--- src/rtl/core/psv_pkg.sv ---
// Shared types, constants and helpers for the plucked-string voice.
`timescale 1ns / 1ps
package psv_pkg;

    localparam int MAX_DELAY_DEF = 4096;
    localparam int SAMPLE_W      = 16;
    localparam int POS_W         = 12;
    localparam int OP_W          = 2;
    localparam int DLEN_W        = 13;
    localparam int ALPHA_W       = 16;
    localparam int COUNT_W       = 20;
    localparam int CFG_ADDR_W    = 2;
    localparam int CFG_DATA_W    = 20;
    localparam int S_TDATA_W     = 32;
    localparam int M_TDATA_W     = 40;

    localparam int MAC_A_W = 19;
    localparam int MAC_B_W = 18;
    localparam int PROD_W  = MAC_A_W + MAC_B_W;
    localparam int ACC_W   = PROD_W + 1;

    localparam logic [OP_W-1:0] OP_LOAD  = 2'd0;
    localparam logic [OP_W-1:0] OP_PLUCK = 2'd1;
    localparam logic [OP_W-1:0] OP_STEP  = 2'd2;

    localparam logic [CFG_ADDR_W-1:0] REG_DELAY_LENGTH    = 2'd0;
    localparam logic [CFG_ADDR_W-1:0] REG_SMOOTHING_ALPHA = 2'd1;
    localparam logic [CFG_ADDR_W-1:0] REG_MAX_NOTE_LENGTH = 2'd2;

    localparam logic [DLEN_W-1:0]  DLEN_RESET  = 13'd100;
    localparam logic [ALPHA_W-1:0] ALPHA_RESET = 16'd53111;
    localparam logic [COUNT_W-1:0] MAXLEN_RESET = 20'd132300;
    localparam logic [COUNT_W-1:0] COUNT_MAX   = 20'hFFFFF;

    // 0.999 in Q0.16
    localparam logic [MAC_B_W-1:0] GAIN_Q16  = 18'd65470;
    localparam logic [MAC_B_W-1:0] UNITY_Q16 = 18'd65536;
    localparam logic [ACC_W-1:0]   MIX_BIAS  = ACC_W'(1 << 17);
    localparam logic [ACC_W-1:0]   FILT_BIAS = ACC_W'(1 << 15);

    typedef struct packed {
        logic mul_en;
        logic acc_clear;
        logic acc_add;
    } psv_mac_ctrl_t;

    function automatic logic signed [SAMPLE_W-1:0] sat_sample(
        input logic signed [ACC_W-1:0] v
    );
        logic signed [ACC_W-1:0] hi;
        logic signed [ACC_W-1:0] lo;
        hi = ACC_W'((1 << (SAMPLE_W - 1)) - 1);
        lo = -hi - ACC_W'(1);
        if (v > hi) begin
            return hi[SAMPLE_W-1:0];
        end else if (v < lo) begin
            return lo[SAMPLE_W-1:0];
        end
        return v[SAMPLE_W-1:0];
    endfunction

endpackage

--- src/rtl/core/psv_mac.sv ---
// Shared multiply-accumulate unit: registered product, then accumulator.
`timescale 1ns / 1ps
module psv_mac (
    input  logic                                 aclk,
    input  psv_pkg::psv_mac_ctrl_t               ctrl_i,
    input  logic signed [psv_pkg::MAC_A_W-1:0]   a_i,
    input  logic signed [psv_pkg::MAC_B_W-1:0]   b_i,
    input  logic signed [psv_pkg::ACC_W-1:0]     bias_i,
    output logic signed [psv_pkg::ACC_W-1:0]     acc_o
);

    logic signed [psv_pkg::PROD_W-1:0] prod_reg;
    logic signed [psv_pkg::PROD_W-1:0] prod_next;
    logic signed [psv_pkg::ACC_W-1:0]  prod_ext;
    logic signed [psv_pkg::ACC_W-1:0]  acc_reg;

    assign prod_next = a_i * b_i;
    assign prod_ext  = psv_pkg::ACC_W'(prod_reg);
    assign acc_o     = acc_reg;

    always_ff @(posedge aclk) begin
        if (ctrl_i.mul_en) begin
            prod_reg <= prod_next;
        end
        if (ctrl_i.acc_clear) begin
            acc_reg <= bias_i + prod_ext;
        end else if (ctrl_i.acc_add) begin
            acc_reg <= acc_reg + prod_ext;
        end
    end

endmodule

--- config.mk ---
export PLATFORM = sky130hd
export DESIGN_NAME = psv_mac
export DESIGN_NICKNAME = d
export VERILOG_FILES = /design/src/rtl/core/psv_pkg.sv /design/src/rtl/core/psv_mac.sv
export SDC_FILE = /design/constraint.sdc
export NUM_CORES = 1
export LEC_CHECK = 0
export BUFFER_PORTS_ARGS = -buffer_cell sky130_fd_sc_hd__buf_2
export CAP_MARGIN = 30
export CORE_ASPECT_RATIO = 0.5
export CORE_MARGIN = 1
export CORE_UTILIZATION = 40
export CTS_CLUSTER_DIAMETER = 30
export DETAILED_ROUTE_END_ITERATION = 10
export PLACE_DENSITY = 0.65
export SYNTH_ARGS = -nofsm -noshare
export SYNTH_HDL_FRONTEND = slang
export SYNTH_SLANG_ARGS = --single-unit
--- constraint.sdc ---
create_clock -name aclk -period 8.1 [get_ports aclk]
set_input_delay 0.405 -clock aclk [delete_from_list [all_inputs] [get_ports aclk]]
set_output_delay 0.405 -clock aclk [all_outputs]
set_load 0.02 [all_outputs]
==> impl_metrics.env, run 1 <==
export IMPL_cts_sink_count=75
export IMPL_crit_type="in2reg"
export IMPL_gp_congestion=0.911
export IMPL_path_clk_slew_ns=0.06
export IMPL_largest_reg_flops=38
export IMPL_post_route_util=0.442
export IMPL_cts_tree="done"
export IMPL_outcome="finished clean"
export IMPL_crit_slowest_cell="fa_1"
export IMPL_synth_area_um2=17200
export IMPL_viasPerCell=5.00
export IMPL_crit_top_cell="fa_1"
export IMPL_postCtsSetupBuffers=0
export IMPL_dieWidth_um=295
export IMPL_min_period_ns=6.44
export IMPL_initial_core_util=0.408
export IMPL_holdWs_ns=0.486
export IMPL_avgSynthCellArea_um2=9.71
export IMPL_dp_final_hpwl_mm=35.1
export IMPL_grt_use_total=0.201
export IMPL_worstMarginPinSlew_ns=0.945
export IMPL_grt_ovfl_total=0
export IMPL_ys_seq_elements=75
export IMPL_drt_iter0_markers=801
export IMPL_crit_family="adder cells"
export IMPL_clock_path_buffers=2
export IMPL_final_max_slew_viol_count=0
export IMPL_rsz0062_at_grt="false"
export IMPL_tns_ns=0
export IMPL_hold_buffers=0
export IMPL_die_h_um=149
export IMPL_num_fill_cells=4036
export IMPL_cp_start_kind="input pin"
export IMPL_synth_flop_cell="edfxtp_1"
export IMPL_cp_max_fo=19
export IMPL_endpoint_kind="flip-flop"
export IMPL_postCtsResizedCells=0
export IMPL_synth_simple_area_share=0.140
export IMPL_hp_class="in2reg"
export IMPL_first_pass_iters=5
export IMPL_layout_drive_gt1_share=0.102
export IMPL_die_area_um2=43900
export IMPL_ys_seq_area_frac=0.131
export IMPL_synthAdderAreaFrac=0.499
export IMPL_multi_input_area_um2=13300
export IMPL_critPathRequiredTime_ns=8.18
export IMPL_seq_area_um2=2250
export IMPL_ys_top_cells_by_area="fa_1 40%, edfxtp_1 13%, ha_1 9.6%, inv_1 8.4%, and2_1 6.0%"
export IMPL_synthXorXnorAreaFrac=0.0336
export IMPL_async_flop_share=0
export IMPL_clock_tree_root_cell="clkbuf_16"
export IMPL_hold_viol=0
export IMPL_grt_pass1_wl_mm=68.8
export IMPL_ant_nets=0
export IMPL_synth_cells=1771
export IMPL_fp_row_count=53
export IMPL_vias=12100
export IMPL_fin_nets=2401
export IMPL_drc_errors=0
export IMPL_fmax_mhz=155
export IMPL_grt_pass1_vias=12800
export IMPL_design_core_area_um2=42200
export IMPL_grt_antenna_before_repair=1
export IMPL_synth_cell_types=64
export IMPL_finClkSkew_ns=0.0124
export IMPL_grt_max_degree=40
export IMPL_ys_warn_count=0
export IMPL_crit_buf_inv=4
export IMPL_cp_slowest_stage_delay_ns=0.87
export IMPL_synth_edff_count=75
export IMPL_fin_crit_sh=0.795
export IMPL_syn2layout_area_growth_pct=8.32
export IMPL_wl_per_cell_um=17.3
export IMPL_port_buffers=116
export IMPL_arrival_ns=6.52
export IMPL_io_pins=117
export IMPL_crit_chain="buf_2 -> nand2_1 -> fa_1 -> inv_1 -> fa_1 -> fa_1 -> fa_1 -> fa_1 -> inv_1 -> fa_1 -> inv_1 -> ha_1 -> nand2_1 -> or3_1 -> or3_2 -> o221ai_2 -> or4_1 -> a211o_1 -> o211ai_2"
export IMPL_synth_compound_area_frac=0.0763
export IMPL_routed_wl_mm=42.0
export IMPL_cap_violations=0
export IMPL_cts_max_level=3
export IMPL_synth_top_family_by_area="adder cells"
export IMPL_slew_headroom=0.370
export IMPL_synthMuxAreaShare=0.0247
export IMPL_clock_latency_ns=0.34
export IMPL_syn_nets=2328
export IMPL_cts_buffers_inserted=9
export IMPL_synth_top_area_frac=0.403
export IMPL_yosys_area_top_type="fa_1"
export IMPL_setup_viol=0
cell type report:
class	count	share of cell area
Sequential cell	75	0.121
Clock buffer	9	0.0121
Tap cell	577	0.0387
Clock inverter	7	0.00531
Antenna cell	2	0.000269
Timing Repair Buffer	117	0.0316
Multi-Input combinational cell	1256	0.714
Inverter	385	0.0776
through the flow:
stage / cell area (µm²) / worst slack [ns] / std cells
after detailed placement: 18300 / 1.29 / 2410
after global routing: 18600 / 1.24 / 2426
final: 18600 / 1.66 / 2428
after global placement: 18300 / 1.38 / 2410
after floorplan: 17200 / 1.59 / 1771
after CTS: 18600 / 1.65 / 2426
routing by layer:
metal | global-route usage | vias to the layer above | wire, µm
li1 | - | 5649 | -
met2 | 0.304 | 359 | 17600
met5 | 0 | - | 0
met3 | 0.0378 | 25 | 3470
met1 | 0.303 | 6114 | 20600
met4 | 0.0332 | 0 | 362
layout by cell type (no fill, tap or decap), types with 12 or more instances in the layout:
master and instances:
nand3_1 12, mux2_2 36, nand2b_1 15, edfxtp_1 75
inv_1 385, and2_1 166, xor2_1 14, nand2_1 190
a21oi_1 61, nor2_1 41, buf_2 116, o21ai_0 32
ha_1 132, a21o_1 20, xnor2_1 52, fa_1 346
synthesized netlist by cell type, drive strengths merged (4+ instances only):
master     n
xnor2     52
clkbuf    48
nand4      6
a2111oi    5
a21oi     62
nand3     12
and3      10
and2     166
nand2    190
a21o      21
a211oi     8
o21a       8
a311oi     4
ha       132
xor2      14
nor2b      5
nand2b    15
or2        8
or3        8
mux2      36
o21ai     34
edfxtp    75
buf        7
o211ai    12
inv      385
a31oi      7
nor2      41
nor3       9
o21bai    10
fa       346
a21boi     4
tightest hold or removal path, delay by kind of cell:
family                   cells  cell delay (ns)
adder cells (fa/ha/maj)      1             0.11
buffers and inverters        1             0.07
multiplexers                 1             0.13
cell families (layout without fill, tap and decap cells):
family / after synthesis / in the layout
AO/OA/AOI/OAI: 196 / 196
XOR/XNOR: 66 / 66
adder cells (fa/ha/maj): 478 / 478
buffers and inverters: 440 / 518
flip-flops: 75 / 75
multiplexers: 38 / 38
other: 0 / 2
AND/OR/NAND/NOR: 478 / 478
worst paths after layout:
kind	slack (ns)	startpoint	cells after the start	end
max	1.66	b_i[3]	19	prod_reg[35]$_DFFE_PP_
min reg2reg	0.56	prod_reg[0]$_DFFE_PP_	1	acc_o[0]$_DFFE_PP_
min	0.49	bias_i[0]	3	acc_o[0]$_DFFE_PP_
max reg2reg	4.62	acc_o[0]$_DFFE_PP_	12	acc_o[36]$_DFFE_PP_
Power of run 1 is left out: the tool's default activity adds up to more than one toggle a clock period on the data nets, which glitch-free logic cannot reach.
==> inputs of run 2 (changes only) <==
--- a/config.mk
+++ b/config.mk
@@ -12,7 +12,7 @@
 export CORE_UTILIZATION = 40
 export CTS_CLUSTER_DIAMETER = 30
 export DETAILED_ROUTE_END_ITERATION = 10
-export PLACE_DENSITY = 0.65
+export PLACE_DENSITY = 0.67
 export SYNTH_ARGS = -nofsm -noshare
 export SYNTH_HDL_FRONTEND = slang
 export SYNTH_SLANG_ARGS = --single-unit
==> constraint.sdc (replaced) <==
create_clock -name aclk -period 5.4 [get_ports aclk]
set_input_delay 0.27 -clock aclk [delete_from_list [all_inputs] [get_ports aclk]]
set_output_delay 0.27 -clock aclk [all_outputs]
set_load 0.02 [all_outputs]
==> impl_metrics.env, run 2 (synthesis results as in run 1) <==
export IMPL_cts_tree="done"
export IMPL_cp_start_kind="input pin"
export IMPL_clock_path_buffers=2
export IMPL_final_cells=2612
export IMPL_fmax_mhz=182
export IMPL_num_fill_cells=3815
export IMPL_layout_common_cells="358 x inv_1, 315 x fa_1, 178 x nand2_1, 160 x buf_4, 144 x and2_1"
export IMPL_critPathRequiredTime_ns=5.60
export IMPL_grt_pass1_vias=13500
export IMPL_ff2ff_setup_slack_ns=1.81
export IMPL_hold_end="acc_o[35]$_DFFE_PP_"
export IMPL_hold_start="ctrl_i[0]"
export IMPL_grt_use_total=0.198
export IMPL_endpoint_kind="flip-flop"
export IMPL_grt_pass1_wl_mm=68.9
export IMPL_wl_per_cell_um=16.2
export IMPL_routed_wl_mm=42.2
export IMPL_ant_nets=0
export IMPL_dpl_cell_count=2575
export IMPL_syn2layout_area_growth_pct=23.5
export IMPL_reg2reg_depth=10
export IMPL_dp_final_hpwl_mm=35.8
export IMPL_post_route_util=0.504
export IMPL_multi_input_area_um2=14000
export IMPL_grt_ovfl_total=0
export IMPL_antenna_cells=0
export IMPL_hp_class="in2reg"
export IMPL_cts_sink_count=75
export IMPL_final_area_um2=21300
export IMPL_setup_slack_ns=-0.108
export IMPL_finClkSkew_ns=0.0129
export IMPL_layout_commonest_cell="inv_1"
export IMPL_r2r_end="acc_o[30]$_DFFE_PP_"
export IMPL_seq_area_um2=2250
export IMPL_io_pins=117
export IMPL_initial_core_util=0.408
export IMPL_arrival_ns=5.70
export IMPL_cts_max_level=3
export IMPL_clock_latency_ns=0.34
export IMPL_layout_drive_gt1_share=0.259
export IMPL_largest_reg_flops=38
export IMPL_cts_buffers_inserted=9
export IMPL_viasPerCell=4.94
export IMPL_path_clk_slew_ns=0.07
export IMPL_fin_crit_sh=1.02
export IMPL_die_area_um2=43900
export IMPL_hold_depth=2
export IMPL_clock_tree_root_cell="clkbuf_16"
export IMPL_die_h_um=149
export IMPL_placedInstanceArea_um2=19800
export IMPL_grt_max_degree=39
export IMPL_design_core_area_um2=42200
export IMPL_fp_row_count=53
export IMPL_outcome="finished with violations"
export IMPL_cp_max_fo=13
export IMPL_dieWidth_um=295
export IMPL_dp_slack_ns=-0.649
export IMPL_vias=12900
export IMPL_fin_nets=2587
export IMPL_cap_violations=0
export IMPL_hold_viol=0
export IMPL_final_max_slew_viol_count=0
export IMPL_violations="setup timing"
export IMPL_rr_startpoint="acc_o[11]$_DFFE_PP_"
export IMPL_min_period_ns=5.51
export IMPL_first_pass_iters=5
export IMPL_drc_errors=0
export IMPL_rsz0062_at_grt="true"
export IMPL_gp_congestion=0.895
export IMPL_grt_antenna_before_repair=0
export IMPL_crit_type="in2reg"
export IMPL_slew_headroom=0.430
export IMPL_drt_iter0_markers=739
export IMPL_worstMarginPinSlew_ns=0.854
export IMPL_setup_viol=3
export IMPL_port_buffers=116
## run 2: per-stage QoR
step / hold slack (ns) / setup TNS [ns]
2_1_floorplan: 0.382 / -1.33
3_3_place_gp: 0.531 / -8.42
3_5_place_dp: 0.539 / -9.85
4_1_cts: 0.340 / -0.0941
5_1_grt: 0.282 / -1.28
6_report: 0.278 / -0.171
## run 2: cell type report
type | count | share of cell area
Inverter | 385 | 0.0682
Clock inverter | 7 | 0.00389
Clock buffer | 9 | 0.0106
Timing Repair Buffer | 303 | 0.117
Sequential cell | 75 | 0.106
Tap cell | 577 | 0.0340
Multi-Input combinational cell | 1256 | 0.660
## run 2: repair_timing
item / in CTS / in global routing
pin swaps: 41 / 50
endpoints found under the setup margin: 15 / 15
resized for setup: 137 / 104
buffers inserted: 6 / 12
cloned: 0 / 3
hold buffers: 0 / 0
## run 2: how the worst max path moves through the flow
| stage | startpoint | endpoint | slack, ns | cells past startpoint |
|---|---|---|---|---|
| finish | a_i[15] | prod_reg[35]$_DFFE_PP_ | -0.11 | 22 |
| global route | a_i[18] | prod_reg[35]$_DFFE_PP_ | -0.26 | 26 |
| CTS | a_i[8] | prod_reg[35]$_DFFE_PP_ | -0.06 | 21 |
| detailed placement | b_i[4] | prod_reg[34]$_DFFE_PP_ | -0.65 | 23 |
| global placement | b_i[4] | prod_reg[34]$_DFFE_PP_ | -0.60 | 23 |
| floorplan | b_i[9] | prod_reg[35]$_DFFE_PP_ | -0.32 | 23 |
## run 2: metal layers
layer / wire, µm / share of wire / global-route usage
met1: 19700 / 0.47 / 0.283
met2: 19700 / 0.47 / 0.324
met3: 2160 / 0.051 / 0.0206
met4: 669 / 0.016 / 0.0451
met5: 0 / 0 / 0
## run 2: worst max-delay path, cell delays in order
cell and delay (ns):
buf_6 0.13, and2_4 0.17, fa_1 0.50, fa_1 0.50, inv_1 0.05, fa_1 0.51
inv_1 0.06, fa_1 0.50, fa_1 0.52, inv_1 0.05, fa_1 0.58, inv_2 0.07
ha_4 0.24, and3_4 0.16, buf_4 0.15, nand2b_1 0.08, a21oi_2 0.07, nor2b_4 0.16
o221ai_4 0.12, or4_4 0.46, a211o_1 0.28, o211ai_2 0.07
Power of run 2 is left out for the same reason.
